--- config.mk ---
export PLATFORM = sky130hd
export DESIGN_NAME = lfu_mfu_cache_replacement
export DESIGN_NICKNAME = d
export VERILOG_FILES = /design/src/sv/lfu_pkg.sv /design/src/sv/lfu_ctrl.sv /design/src/sv/lfu_dp.sv /design/src/sv/lfu_mfu_cache_replacement.sv
export SDC_FILE = /design/constraint.sdc
export NUM_CORES = 1
export LEC_CHECK = 0
export BUFFER_PORTS_ARGS = -buffer_cell sky130_fd_sc_hd__buf_4
export CAP_MARGIN = 20
export CORE_UTILIZATION = 65
export DETAILED_ROUTE_END_ITERATION = 10
export PLACE_DENSITY = 0.83
export SYNTH_ARGS = -nofsm -noshare
export SYNTH_HDL_FRONTEND = slang
export SYNTH_HIERARCHICAL = 1
export SYNTH_SLANG_ARGS = --single-unit
--- constraint.sdc ---
create_clock -name i_clk -period 39.6 [get_ports i_clk]
set_input_delay 7.92 -clock i_clk [delete_from_list [all_inputs] [get_ports i_clk]]
set_output_delay 7.92 -clock i_clk [all_outputs]
set_load 0.02 [all_outputs]
--- src/sv/lfu_pkg.sv ---
// ----------------------------------------------------------------------------
// lfu_pkg: shared types and constants
// Payload structs, register addresses, command codes and the
// controller/datapath interface for the frequency-based cache directory.
// ----------------------------------------------------------------------------
package lfu_pkg;

    localparam int WAYS_DEF        = 8;
    localparam int KEY_WIDTH_DEF   = 32;
    localparam int COUNT_WIDTH_DEF = 16;

    // configuration port
    localparam int          PADDR_W     = 3;
    localparam logic [2:0]  ADDR_WAYS   = 3'd0;
    localparam logic [2:0]  ADDR_POLICY = 3'd4;

    // input command codes
    localparam logic CMD_ACCESS = 1'b0;
    localparam logic CMD_CLEAR  = 1'b1;

    // replacement policy codes
    localparam logic POLICY_LFU = 1'b0;
    localparam logic POLICY_MFU = 1'b1;

    typedef struct packed {
        logic        cmd;
        logic [31:0] key;
    } t_in_item;

    typedef struct packed {
        logic        hit;
        logic [2:0]  way;
        logic        evicted;
        logic [31:0] evicted_key;
        logic [31:0] hit_total;
        logic [31:0] access_total;
    } t_out_item;

    // controller to datapath
    typedef struct packed {
        logic load;      // latch the input transaction
        logic clr;       // clear the store and totals
        logic scan_rd;   // read the way at the index for the scan
        logic upd_hit;   // bump the hit entry
        logic upd_fill;  // fill the free way
        logic swp_rd;    // read the way at the index for the rank sweep
        logic evict;     // overwrite the victim
        logic load_out;  // move the result to the output register
    } t_cmd;

    // datapath to controller
    typedef struct packed {
        logic found;
        logic has_free;
        logic out_free;
    } t_sts;

endpackage

--- src/sv/lfu_ctrl.sv ---
// ----------------------------------------------------------------------------
// lfu_ctrl: transaction sequencer
// Steps the way index through the scan and the rank sweep and issues
// datapath commands.
// ----------------------------------------------------------------------------
module lfu_ctrl import lfu_pkg::*; #(
    parameter int WAYS = WAYS_DEF,
    localparam int WW  = (WAYS > 1) ? $clog2(WAYS) : 1
) (
    input  logic          i_clk,
    input  logic          i_rst_n,
    input  logic          i_in_valid,
    input  logic          i_in_cmd,
    input  logic [WW-1:0] i_last,
    input  t_sts          i_sts,
    output logic          o_stall,
    output t_cmd          o_cmd,
    output logic [WW-1:0] o_idx
);

    typedef enum logic [7:0] {
        ST_IDLE    = 8'b0000_0001,
        ST_SCAN    = 8'b0000_0010,
        ST_SDRAIN  = 8'b0000_0100,
        ST_UPD     = 8'b0000_1000,
        ST_SWEEP   = 8'b0001_0000,
        ST_SWDRAIN = 8'b0010_0000,
        ST_EVICT   = 8'b0100_0000,
        ST_DONE    = 8'b1000_0000
    } t_state;

    t_state        r_state, n_state;
    logic [WW-1:0] r_idx, n_idx;
    logic          w_accept;

    assign o_stall  = (r_state != ST_IDLE);
    assign w_accept = i_in_valid && (r_state == ST_IDLE);
    assign o_idx    = r_idx;

    always_comb begin
        n_state = r_state;
        n_idx   = r_idx;
        o_cmd   = '0;
        unique case (r_state)
            ST_IDLE: begin
                if (w_accept) begin
                    o_cmd.load = 1'b1;
                    n_idx      = '0;
                    if (i_in_cmd == CMD_CLEAR) begin
                        o_cmd.clr = 1'b1;
                        n_state   = ST_DONE;
                    end else begin
                        n_state = ST_SCAN;
                    end
                end
            end
            ST_SCAN: begin
                o_cmd.scan_rd = 1'b1;
                n_idx         = r_idx + 1'b1;
                if (r_idx == i_last) begin
                    n_state = ST_SDRAIN;
                end
            end
            ST_SDRAIN: begin
                n_state = ST_UPD;
            end
            ST_UPD: begin
                n_idx = '0;
                if (i_sts.found) begin
                    o_cmd.upd_hit = 1'b1;
                    n_state       = ST_DONE;
                end else if (i_sts.has_free) begin
                    o_cmd.upd_fill = 1'b1;
                    n_state        = ST_DONE;
                end else begin
                    n_state = ST_SWEEP;
                end
            end
            ST_SWEEP: begin
                o_cmd.swp_rd = 1'b1;
                n_idx        = r_idx + 1'b1;
                if (r_idx == i_last) begin
                    n_state = ST_SWDRAIN;
                end
            end
            ST_SWDRAIN: begin
                n_state = ST_EVICT;
            end
            ST_EVICT: begin
                o_cmd.evict = 1'b1;
                n_state     = ST_DONE;
            end
            ST_DONE: begin
                if (i_sts.out_free) begin
                    o_cmd.load_out = 1'b1;
                    n_state        = ST_IDLE;
                end
            end
            default: begin
                n_state = ST_IDLE;
            end
        endcase
    end

    always_ff @(posedge i_clk) begin
        if (!i_rst_n) begin
            r_state <= ST_IDLE;
            r_idx   <= '0;
        end else begin
            r_state <= n_state;
            r_idx   <= n_idx;
        end
    end

endmodule

--- src/sv/lfu_dp.sv ---
// ----------------------------------------------------------------------------
// lfu_dp: directory datapath
// Key, count and rank memories, valid flags, scan and victim registers,
// totals and the output register.
// ----------------------------------------------------------------------------
module lfu_dp import lfu_pkg::*; #(
    parameter int WAYS        = WAYS_DEF,
    parameter int KEY_WIDTH   = KEY_WIDTH_DEF,
    parameter int COUNT_WIDTH = COUNT_WIDTH_DEF,
    localparam int WW         = (WAYS > 1) ? $clog2(WAYS) : 1
) (
    input  logic          i_clk,
    input  logic          i_rst_n,
    input  t_cmd          i_cmd,
    input  logic [WW-1:0] i_idx,
    input  logic [WW-1:0] i_last,
    input  logic          i_policy,
    input  t_in_item      i_data,
    output t_sts          o_sts,
    output t_out_item     o_data,
    output logic          o_valid,
    input  logic          i_stall
);

    logic [KEY_WIDTH-1:0]   mem_key  [WAYS];
    logic [COUNT_WIDTH-1:0] mem_cnt  [WAYS];
    logic [WW-1:0]          mem_rank [WAYS];

    logic [KEY_WIDTH-1:0]   r_rd_key;
    logic [COUNT_WIDTH-1:0] r_rd_cnt;
    logic [WW-1:0]          r_rd_rank;

    logic [WAYS-1:0]        r_valid;
    logic [KEY_WIDTH-1:0]   r_key;
    logic                   r_ev_vld, r_sw_vld;
    logic [WW-1:0]          r_ev_idx, r_sw_idx;

    logic                   r_found, r_has_free;
    logic [WW-1:0]          r_hidx, r_fidx, r_vidx, r_vrank;
    logic [COUNT_WIDTH-1:0] r_hcnt, r_vcnt;
    logic [KEY_WIDTH-1:0]   r_vkey;
    logic [WW:0]            r_used;

    logic [31:0]            r_hits, r_accs;
    logic                   r_res_hit, r_res_ev;
    logic [WW-1:0]          r_res_way;
    logic [KEY_WIDTH-1:0]   r_res_evk;

    t_out_item              r_out;
    logic                   r_out_vld;

    logic [63:0]            w_key64, w_evk64, w_way64;
    logic [KEY_WIDTH-1:0]   w_key;
    logic                   w_better;
    logic [COUNT_WIDTH-1:0] w_hcnt_inc;
    logic                   w_out_free;

    assign w_key64 = {32'd0, i_data.key};
    assign w_key   = w_key64[KEY_WIDTH-1:0];
    assign w_evk64 = 64'(r_res_evk);
    assign w_way64 = 64'(r_res_way);

    // victim order: ties fall to the older rank
    always_comb begin
        if (r_rd_cnt == r_vcnt) begin
            w_better = (r_rd_rank < r_vrank);
        end else if (i_policy == POLICY_LFU) begin
            w_better = (r_rd_cnt < r_vcnt);
        end else begin
            w_better = (r_rd_cnt > r_vcnt);
        end
    end

    assign w_hcnt_inc = (&r_hcnt) ? r_hcnt : r_hcnt + 1'b1;
    assign w_out_free = !r_out_vld || !i_stall;

    assign o_sts.found    = r_found;
    assign o_sts.has_free = r_has_free;
    assign o_sts.out_free = w_out_free;
    assign o_data         = r_out;
    assign o_valid        = r_out_vld;

    // memories: one write and one registered read per cycle
    always_ff @(posedge i_clk) begin
        r_rd_key  <= mem_key[i_idx];
        r_rd_cnt  <= mem_cnt[i_idx];
        r_rd_rank <= mem_rank[i_idx];
        if (i_cmd.upd_hit) begin
            mem_cnt[r_hidx] <= w_hcnt_inc;
        end else if (i_cmd.upd_fill) begin
            mem_key[r_fidx]  <= r_key;
            mem_cnt[r_fidx]  <= COUNT_WIDTH'(1);
            mem_rank[r_fidx] <= r_used[WW-1:0];
        end else if (i_cmd.evict) begin
            mem_key[r_vidx]  <= r_key;
            mem_cnt[r_vidx]  <= COUNT_WIDTH'(1);
            mem_rank[r_vidx] <= i_last;
        end else if (r_sw_vld && r_valid[r_sw_idx] && (r_rd_rank > r_vrank)) begin
            mem_rank[r_sw_idx] <= r_rd_rank - 1'b1;
        end
    end

    // scan evaluation and result registers
    always_ff @(posedge i_clk) begin
        r_ev_idx <= i_idx;
        r_sw_idx <= i_idx;
        if (i_cmd.load) begin
            r_key      <= w_key;
            r_found    <= 1'b0;
            r_has_free <= 1'b0;
            r_used     <= '0;
            r_res_hit  <= 1'b0;
            r_res_ev   <= 1'b0;
            r_res_way  <= '0;
            r_res_evk  <= '0;
        end
        if (r_ev_vld) begin
            if (r_valid[r_ev_idx]) begin
                r_used <= r_used + 1'b1;
                if (!r_found && (r_rd_key == r_key)) begin
                    r_found <= 1'b1;
                    r_hidx  <= r_ev_idx;
                    r_hcnt  <= r_rd_cnt;
                end
            end else if (!r_has_free) begin
                r_has_free <= 1'b1;
                r_fidx     <= r_ev_idx;
            end
            if ((r_ev_idx == '0) || w_better) begin
                r_vidx  <= r_ev_idx;
                r_vcnt  <= r_rd_cnt;
                r_vrank <= r_rd_rank;
                r_vkey  <= r_rd_key;
            end
        end
        if (i_cmd.upd_hit) begin
            r_res_hit <= 1'b1;
            r_res_way <= r_hidx;
        end
        if (i_cmd.upd_fill) begin
            r_res_way <= r_fidx;
        end
        if (i_cmd.evict) begin
            r_res_ev  <= 1'b1;
            r_res_evk <= r_vkey;
            r_res_way <= r_vidx;
        end
        if (i_cmd.load_out) begin
            r_out.hit          <= r_res_hit;
            r_out.way          <= w_way64[2:0];
            r_out.evicted      <= r_res_ev;
            r_out.evicted_key  <= w_evk64[31:0];
            r_out.hit_total    <= r_hits;
            r_out.access_total <= r_accs;
        end
    end

    // control state
    always_ff @(posedge i_clk) begin
        if (!i_rst_n) begin
            r_valid   <= '0;
            r_hits    <= '0;
            r_accs    <= '0;
            r_ev_vld  <= 1'b0;
            r_sw_vld  <= 1'b0;
            r_out_vld <= 1'b0;
        end else begin
            r_ev_vld <= i_cmd.scan_rd;
            r_sw_vld <= i_cmd.swp_rd;
            if (i_cmd.clr) begin
                r_valid <= '0;
                r_hits  <= '0;
                r_accs  <= '0;
            end else if (i_cmd.load && (r_accs != '1)) begin
                r_accs <= r_accs + 1'b1;
            end
            if (i_cmd.upd_hit && (r_hits != '1)) begin
                r_hits <= r_hits + 1'b1;
            end
            if (i_cmd.upd_fill) begin
                r_valid[r_fidx] <= 1'b1;
            end
            if (i_cmd.load_out) begin
                r_out_vld <= 1'b1;
            end else if (!i_stall) begin
                r_out_vld <= 1'b0;
            end
        end
    end

endmodule

--- src/sv/lfu_mfu_cache_replacement.sv ---
// ----------------------------------------------------------------------------
// lfu_mfu_cache_replacement: frequency-based cache directory
// Fully associative directory with least- or most-frequently-used
// replacement, oldest insertion breaking ties, and hit/access totals.
// ----------------------------------------------------------------------------
//
//  channel   direction  handshake            payload
//  input     in         i_valid / o_stall    i_data  (t_in_item)
//  result    out        o_valid / i_stall    o_data  (t_out_item)
//  config    in         psel/penable/pwrite  paddr, pwdata, prdata
//
// sequence: with n active ways, a hit or a fill follows a scan of the n ways, an
//   eviction a scan and then a rank sweep; a clear skips both. the scan and the
//   rank sweep go one way per cycle over the memories
// one transaction is in flight at a time; o_stall is high until the result
//   is loaded into the output register, which may still be held by i_stall
// reset clears the valid flags and the totals and sets the configuration to eight ways, LFU
//
module lfu_mfu_cache_replacement import lfu_pkg::*; #(
    parameter int WAYS        = WAYS_DEF,
    parameter int KEY_WIDTH   = KEY_WIDTH_DEF,
    parameter int COUNT_WIDTH = COUNT_WIDTH_DEF
) (
    input  logic               i_clk,
    input  logic               i_rst_n,
    input  logic               i_valid,
    output logic               o_stall,
    input  t_in_item           i_data,
    output logic               o_valid,
    input  logic               i_stall,
    output t_out_item          o_data,
    input  logic               psel,
    input  logic               penable,
    input  logic               pwrite,
    input  logic [PADDR_W-1:0] paddr,
    input  logic [31:0]        pwdata,
    output logic [31:0]        prdata,
    output logic               pready
);

    localparam int WW = (WAYS > 1) ? $clog2(WAYS) : 1;

    logic [3:0]    r_ways;
    logic          r_policy;
    logic [WW-1:0] w_last;
    logic [31:0]   w_ways32;
    t_cmd          w_cmd;
    t_sts          w_sts;
    logic [WW-1:0] w_idx;

    // configuration registers, written in the apb access phase
    assign pready = 1'b1;

    always_ff @(posedge i_clk) begin
        if (!i_rst_n) begin
            r_ways   <= 4'd8;
            r_policy <= POLICY_LFU;
        end else if (psel && penable && pwrite) begin
            unique case (paddr)
                ADDR_WAYS:   r_ways   <= pwdata[3:0];
                ADDR_POLICY: r_policy <= pwdata[0];
                default:     ;
            endcase
        end
    end

    always_comb begin
        unique case (paddr)
            ADDR_WAYS:   prdata = {28'd0, r_ways};
            ADDR_POLICY: prdata = {31'd0, r_policy};
            default:     prdata = '0;
        endcase
    end

    // last active way: zero acts as one, anything above WAYS as WAYS
    assign w_ways32 = 32'(r_ways);
    always_comb begin
        if (w_ways32 == 32'd0) begin
            w_last = '0;
        end else if (w_ways32 > 32'(WAYS)) begin
            w_last = WW'(WAYS - 1);
        end else begin
            w_last = WW'(w_ways32 - 32'd1);
        end
    end

    // sequencer: scan, decide, sweep ranks on eviction
    lfu_ctrl #(
        .WAYS (WAYS)
    ) u_ctrl (
        .i_clk      (i_clk),
        .i_rst_n    (i_rst_n),
        .i_in_valid (i_valid),
        .i_in_cmd   (i_data.cmd),
        .i_last     (w_last),
        .i_sts      (w_sts),
        .o_stall    (o_stall),
        .o_cmd      (w_cmd),
        .o_idx      (w_idx)
    );

    // directory storage and result path
    lfu_dp #(
        .WAYS        (WAYS),
        .KEY_WIDTH   (KEY_WIDTH),
        .COUNT_WIDTH (COUNT_WIDTH)
    ) u_dp (
        .i_clk    (i_clk),
        .i_rst_n  (i_rst_n),
        .i_cmd    (w_cmd),
        .i_idx    (w_idx),
        .i_last   (w_last),
        .i_policy (r_policy),
        .i_data   (i_data),
        .o_sts    (w_sts),
        .o_data   (o_data),
        .o_valid  (o_valid),
        .i_stall  (i_stall)
    );

endmodule

; ---- Word level (Yosys, flattened, before mapping)
; Memories as Yosys holds them, arrays and structs flattened. A register that Yosys moved wholly into a read port is not among the register bits.
; Index checks and enable logic that the tools add are counted.
[word_totals]
ff_bits = 346
ramBits = 408
output_inout_bits = 136
wordCells = 195
n_memories = 3
[memory_table]
columns = name, words, word_bits, rd, rd_clocked_by_memory_dff, wr, line_no
row1 = u_dp.mem_key, 8, 32, 1, 1, 1, lfu_dp.sv:25  ; logic [KEY_WIDTH-1:0] mem_key [WAYS];
row2 = u_dp.mem_cnt, 8, 16, 1, 1, 1, lfu_dp.sv:26  ; logic [COUNT_WIDTH-1:0] mem_cnt [WAYS];
row3 = u_dp.mem_rank, 8, 3, 1, 1, 1, lfu_dp.sv:27  ; logic [WW-1:0] mem_rank [WAYS];
[op_classes]
n_addsub = 7
order_cmp = 8
n_eq_ne = 20
mux = 85
bitwise_logic = 4
n_reduce_logical = 36
[op_table]
columns = operator, count
row1 = 32-bit two-way mux, 5
row2 = 8-bit two-way mux, 10
row3 = 32-bit by 1-bit adder with 32-bit output (second input constant), 2
row4 = 32-bit != test (second input constant), 2
row5 = 8-bit case mux with 8 select lines, 1
row6 = 16-bit two-way mux, 3
row7 = 1-bit two-way mux, 42
row8 = 3-bit two-way mux, 14
row9 = 32-bit equality test, 1
row10 = 32-bit logical NOT, 1
row11 = 16-bit OR reduction, 2
row12 = 32-bit OR reduction, 1
row13 = 16-bit by 1-bit adder with 16-bit output (second input constant), 1
row14 = 16-bit equality test, 1
row15 = 16-bit greater-than comparator, 1
row16 = 16-bit less-than comparator, 1
row17 = 16-bit AND reduction, 1
row18 = 4-bit two-way mux, 3
row19 = 2-bit by 1-bit != test with 1-bit output (second input constant), 5
row20 = 1-bit logical AND, 9
row21 = 3-bit case mux with 3 select lines, 1
row22 = 8-bit by 1-bit equality test with 1-bit output (second input constant), 1
row23 = 8-bit by 2-bit equality test with 1-bit output (second input constant), 1
row24 = 8-bit by 3-bit equality test with 1-bit output (second input constant), 1
row25 = other kinds (33), 50

; ---- Depth between registers and ports, before layout
; Gate-level depths: netlist (run 1).
[depth]
ltp_word = 11
mapped_depth = 14
depth_no_buf = 10

; ---- Modules after synthesis
; Netlist (run 1), hierarchy kept.
[modules_own_cells]
columns = module, n_inst, cells_each, area_per_inst_um2, seq_area_each_um2
row1 = lfu_dp, 1, 1672, 29544.6, 22301.4
row2 = lfu_ctrl, 1, 103, 823.3, 220.2
row3 = lfu_mfu_cache_replacement, 1, 71, 568.0, 100.1

; ---- Worst setup path after synthesis (run 1)
; No wires, ideal clock.
[synth_timing]
kind = input-to-reg
start = input port i_stall
end = register u_dp.r_out, in the netlist u_dp/o_data[0] (enable)
setup_ns = 0.812
t_arrival_ns = 17.653
slack_ns = 21.135
path_stages = 4
path_cell_list = nand2_1 buf_4 inv_1 nor4_1
[synth_rtl]
columns = item, line_no
row1 = start: declaration, lfu_mfu_cache_replacement.sv:30  ; input logic i_stall,
row2 = end: declaration, lfu_dp.sv:49  ; t_out_item r_out;

; ---- Final worst setup path (run 1)
[layout_timing]
start = input port paddr[1]
end = output port prdata[1]
[layout_between]
elab_chain_len = 2
[layout_rtl]
columns = item, line_no
row1 = start: declaration, lfu_mfu_cache_replacement.sv:35  ; input logic [PADDR_W-1:0] paddr,
row2 = 3-bit equality test / 3-bit logical NOT (equally long branches), lfu_mfu_cache_replacement.sv:68  ; unique case (paddr)
row3 = 4-bit case mux with 2 select lines (*), lfu_mfu_cache_replacement.sv:68
row4 = end: declaration, lfu_mfu_cache_replacement.sv:37  ; output logic [31:0] prdata,
; Mark *: on every way between the ends. The rest lies on a longest branch, timed or not.

==> results.md, run 1 <==
- Status: finished with violations
- Failing checks: design-rule violations
- Area growth, synth to finish: 14.46%
- Drt drc: 17
- Core Region: 0.04675 sq mm
- HP Class: register to register
- Crit. End Element: primary output
- Placed Cells: 2560
- Die W: 220.2 um
- Share of cells above drive strength 1: 0.2363
- Wire length of the first global-routing pass: 96630 um
- Drt total wl: 63670 um
- GP Congestion: 0.8903
- H-tree Lvls: 3
- RSZ-0062 raised after global routing: false
- Initial antenna violation count: 0
- Total track usage: 0.2678
- Most frequent cells in the layout: 652 x edfxtp_1, 177 x buf_4, 149 x dfxtp_1
- Synth unique cells: 69
- PortBufs: 153
- Commonest non-fill, non-tap cell in the layout: edfxtp_1
- Chip height: 220.2 um
- Final core utilization: 0.7574
- Asr flop ratio synth: 0
- Place WS: 23.07 ns
- Cell area power density: 50.28 mW/mm^2
- Cell Area, Synth: 0.03094 sq mm
- Launch point of the worst reg-to-reg path: u_ctrl/r_state[0]
- TritonCTS Buffers: 77
- Fmax: 60.48 MHz
- Final WS setup: 23.06 ns
- Final Hold Fails: 0
- Resized cells post-CTS: 0
- Postcts setup bufs: 0
- Worst path required time: 31.68 ns
- Hold slack: 0.3951 ns
- Total gr overflow: 0
- Non-Filler Instances: 2706
- Core Rows: 79
- Hold Crit Start: u_dp/r_res_evk[5]
- Clock sink count: 804
- Endpoints failing setup: 0
- Yosys warns: 6
- Clock-pin slew on the worst setup and hold paths: 0.06 ns
- Post-route setup TNS: 0 ns
- Full die area: 0.04847 sq mm
- # diodes: 0
- Final Cell Area: 0.03541 sq mm
- Mapped Cells: 1846
- Post-layout min period: 16.54 ns
- Final slew viol count: 0
- Final Cycle Share: 0.4176
- Largest net degree at the start of global routing: 61
- Clock skew: 0.02956 ns
- Clock Latency Late Sink: 0.64 ns
- Drt initial violations: 1893
- Root Buffer: clkbuf_16
- Slew headroom: 0.2321
- #FFs+latches synth: 804
- Total power: 1.780 mW
- IR drop worst, VDD: 0.00003826 V
- Maximum clock path buffer count: 3
- Crit Path Max Fanout: 4
- Leakage: 12.12 nW
- Via-to-Cell Ratio: 6.301
- Post-route ant nets: 0
- CP arrival: 8.62 ns
- # IOs: 211
- DP HPWL: 36660 um
- Cell area after placement: 0.03278 sq mm
- Startpoint types: input port
- Critical path origin: paddr[1]
- Max Cap Viol: 0
- Nets@finish: 2136
- Post-synth EDFFs: 652
- DR pass1 iterations: 8
- Total number of vias: 17050
- Ys flop type: edfxtp_1
- Worst-Margin Slew: 1.148 ns
- Post-synthesis sequential area ratio: 0.7312
- CTS hold repair buffers: 0
- Wire per inst: 23.53 um
- CTS tree: done
- Vias in the first global route: 17010
- Worst setup path class: input port to primary output
- Initial Utilization: 0.6617
- Syn avg cell area: 16.76 sq um
-- report_power, final --
part	leakage (nW)	total (mW)	switching, mW	internal [mW]
registers	7.28	0.962	0.0204	0.941
logic	3.59	0.0767	0.0480	0.0287
clock network	1.25	0.742	0.311	0.431
-- metal layers --
layer  up-vias  track usage  routed length (um)
met5         -            0                   0
met4         0      0.08138                1527
met3       140      0.04784                5283
met2       915       0.4449               31850
met1      8549       0.3663               25000
li1       7447            -                   -
-- cell type report --
class / instances / area [sq um]
clock buffers: 103 / 2105
repair buffers: 180 / 1386
inverters: 46 / 172.7
well taps: 607 / 759.5
multi-input cells: 926 / 7884
clock inverters: 40 / 471.7
fillers: 2475 / 11340
flip-flops and latches: 804 / 22630
-- flip-flops by register name, summed over array words and instances (netlist names), 16 cells and up --
signal,flops
u_dp/o_data,101
u_dp/r_vkey,32
u_dp/r_rd_key,32
u_dp/r_vcnt,16
u_dp/r_rd_cnt,16
u_dp/r_accs,32
u_dp/mem_rank,24
u_dp/r_res_evk,32
u_dp/mem_cnt,128
u_dp/r_hcnt,16
u_dp/mem_key,256
u_dp/r_hits,32
u_dp/r_key,32
-- worst max-delay path, stage by stage --
cell and delay, ns:
buf_4 0.13, nor3_1 0.26, and2_1 0.16, buf_4 0.13
-- cells by family after synthesis --
logic type      count (synthesis)  synth area share
mux                           169           0.09893
other cells                     2         0.0002428
compound gates                164           0.03381
buf+inv                       143           0.02330
xor+xnor                       82           0.02322
flops                         804            0.7312
fa+ha+maj                      26           0.01052
simple gates                  456           0.07875
-- synthesized netlist by cell type (3+ instances only) --
| library cell | n | area share |
|---|---|---|
| clkbuf_1 | 37 | 0.0045 |
| or4_1 | 4 | 0.00097 |
| o21ai_0 | 49 | 0.0079 |
| nor4_1 | 14 | 0.0028 |
| or3_1 | 4 | 0.00081 |
| a31oi_1 | 16 | 0.0032 |
| buf_1 | 8 | 0.00097 |
| and2_1 | 46 | 0.0093 |
| nand2b_1 | 8 | 0.0016 |
| o32ai_1 | 4 | 0.0011 |
| mux2i_1 | 11 | 0.0036 |
| nand2_1 | 95 | 0.012 |
| and3_1 | 14 | 0.0028 |
| o31ai_1 | 7 | 0.0017 |
| mux2_2 | 54 | 0.020 |
| nand3_1 | 52 | 0.0084 |
| inv_1 | 46 | 0.0056 |
| xnor2_1 | 22 | 0.0062 |
| dfxtp_1 | 152 | 0.098 |
| nor2b_1 | 14 | 0.0028 |
| nor2_1 | 85 | 0.010 |
| xor2_1 | 60 | 0.017 |
| nand4_1 | 29 | 0.0059 |
| buf_4 | 35 | 0.0085 |
| o21ai_1 | 5 | 0.00081 |
| a211oi_1 | 4 | 0.00097 |
| or2_2 | 4 | 0.00081 |
| nor3b_1 | 5 | 0.0012 |
| edfxtp_1 | 652 | 0.63 |
| ha_1 | 26 | 0.011 |
| buf_2 | 12 | 0.0019 |
| o21a_1 | 3 | 0.00073 |
| o22ai_1 | 6 | 0.0012 |
| and4_1 | 14 | 0.0040 |
| a21oi_1 | 30 | 0.0049 |
| buf_6 | 5 | 0.0018 |
| nor3_1 | 49 | 0.0079 |
| a21o_1 | 18 | 0.0044 |
| mux4_2 | 104 | 0.076 |
| o21bai_1 | 3 | 0.00073 |
-- final timing paths --
path	endpoint	depth (start not counted)	slack, ns
hold reg to reg	u_dp/o_data[69]	0	0.40
hold / removal	u_dp/o_data[69]	0	0.40
setup reg to reg	u_dp/mem_key[4][29]	9	35.42
setup / recovery	prdata[1]	4	23.06
Power figures use the tool's default switching activity.
==> run 2, diff against run 1 <==
CORE_UTILIZATION = 54   (was 65)
PLACE_DENSITY = 0.73   (was 0.83)
clock period = 14.35 ns   (was 39.6 ns; I/O delays follow)
==> run 2 against run 1 <==
Compared with the run above:
- the run now ends clean
- first-iteration DRC count fell by 35%
- total power rose to 2.8 times the previous value
- hold slack improved by 0.0019 ns
- clock power rose to 2.9 times the previous value
- sequential power rose to 2.8 times the previous value
- final area rose by 1.2%
- combinational power rose to 2.7 times the previous value
- critical path depth did not move
- count of clock-buffer cells in the layout rose by 5
- sequential cell count did not move
- worst setup slack got worse by 15 ns
- critical endpoint unchanged
==> results.md, run 2 (synthesized netlist as in run 1, its figures left out) <==
- Status: complete, no violations
- Via-to-Cell Ratio: 5.767
- GP Congestion: 0.8458
- Largest net degree at the start of global routing: 56
- Fill cell count: 3858
- Max reg flops: 256
- Share of cells above drive strength 1: 0.2385
- Post-route ant nets: 0
- Final slew viol count: 0
- Clock Latency Late Sink: 0.63 ns
- Wire length of the first global-routing pass: 93360 um
- Clock-pin slew on the worst setup and hold paths: 0.07 ns
- PortBufs: 153
- Leakage: 12.23 nW
- Drt initial violations: 1224
- Resized cells post-CTS: 0
- Full die area: 0.05825 sq mm
- Final Hold Fails: 0
- Wire per inst: 21.10 um
- Most frequent cells in the layout: 652 x edfxtp_1, 176 x buf_4, 149 x dfxtp_1
- Endpoints failing setup: 0
- Worst setup path class: input port to primary output
- Commonest non-fill, non-tap cell in the layout: edfxtp_1
- Clock skew: 0.03467 ns
- Area of the multi-input gates: 0.007884 sq mm
- Startpoint types: input port
- Hold path cells: 0
- Vias in the first global route: 16570
- Biggest register: u_dp/mem_key
- Slew headroom: 0.2418
- Drt total wl: 60370 um
- Crit. End Element: primary output
- CTS tree: done
- Root Buffer: clkbuf_16
- Core Region: 0.05650 sq mm
- Total track usage: 0.2126
- Initial antenna violation count: 0
- DP HPWL: 35540 um
- CP most frequent cell: buf_4
- Die W: 241.4 um
- Cell area power density: 140.5 mW/mm^2
- Final core utilization: 0.6340
- Worst-Margin Slew: 1.134 ns
- Area growth, synth to finish: 15.78%
- CP max-delay cell: nor3_1
- Cells on worst reg2reg path: 10
- CP arrival: 3.55 ns
- Postcts setup bufs: 0
- IR drop worst, VDD: 0.0001175 V
- # IOs: 211
- Core Rows: 87
- Initial Utilization: 0.5476
- Maximum clock path buffer count: 3
- # diodes: 0
- HP Class: register to register
- Crit Path Max Fanout: 4
- Max Cap Viol: 0
- Post-route setup TNS: 0 ns
- Total number of vias: 16500
- Worst path required time: 11.48 ns
- H-tree Lvls: 3
- Critical Path Max Stage Delay: 0.25 ns
- CTS hold repair buffers: 0
- Nets@finish: 2139
- Critical path cell sequence: buf_4, nor3_1, and2_1, buf_4
- DR pass1 iterations: 5
- TritonCTS Buffers: 79
- Post-layout min period: 6.421 ns
- Total gr overflow: 0
- Chip height: 241.4 um
- Final Cycle Share: 0.4474
- Drt drc: 0
- Fmax: 155.7 MHz
- RSZ-0062 raised after global routing: false
- Clock sink count: 804
- Register area: 0.02263 sq mm
[run 2: where the power goes]
group          leakage, nW  switching [mW]  total, mW  internal, mW
Clock                 1.35           0.862       2.17          1.31
Sequential            7.28          0.0546       2.65          2.60
Combinational         3.60           0.130      0.210        0.0798
[run 2: layout make-up]
class / count / share of cell area
inverters: 46 / 0.004821
repair buffers: 181 / 0.03968
flip-flops and latches: 804 / 0.6318
multi-input cells: 926 / 0.2201
clock buffers: 108 / 0.06190
well taps: 756 / 0.02641
clock inverters: 40 / 0.01523
[run 2: critical path: cells and delay by family]
kind	cells	cell delay, ns
and+or+nand+nor	2	0.42
buffers and inverters	2	0.26
[run 2: layer usage]
metal	global-route usage	up-vias	routed length, um
met1	0.2847	8427	25470
li1	-	7465	-
met3	0.04034	94	3395
met4	0.06157	0	1274
met5	0	-	0
met2	0.3563	514	30230
[run 2: worst paths after layout]
path | start | end | slack [ns]
setup reg to reg | u_ctrl/r_state[0] | u_dp/mem_rank[6][0] | 10.36
setup / recovery | paddr[1] | prdata[1] | 7.93
hold reg to reg | u_dp/r_res_evk[7] | u_dp/o_data[71] | 0.40
hold / removal | u_dp/r_res_evk[7] | u_dp/o_data[71] | 0.40
[run 2: per-stage QoR]
| step | total power [mW] | instance area [sq um] | hold WS, ns | setup slack (ns) | cells |
|---|---|---|---|---|---|
| finish | 5.031 | 35820 | 0.3970 | 7.929 | 2861 |
| global route | 5.186 | 35820 | 0.4030 | 7.837 | 2861 |
| CTS | 5.068 | 35720 | 0.4013 | 7.926 | 2856 |
| global placement | 2.900 | 32950 | 0.4024 | 7.948 | 2708 |
| floorplan | 2.836 | 31040 | 0.3934 | 0.9349 | 1873 |
| detailed placement | 2.911 | 32950 | 0.4045 | 7.926 | 2708 |
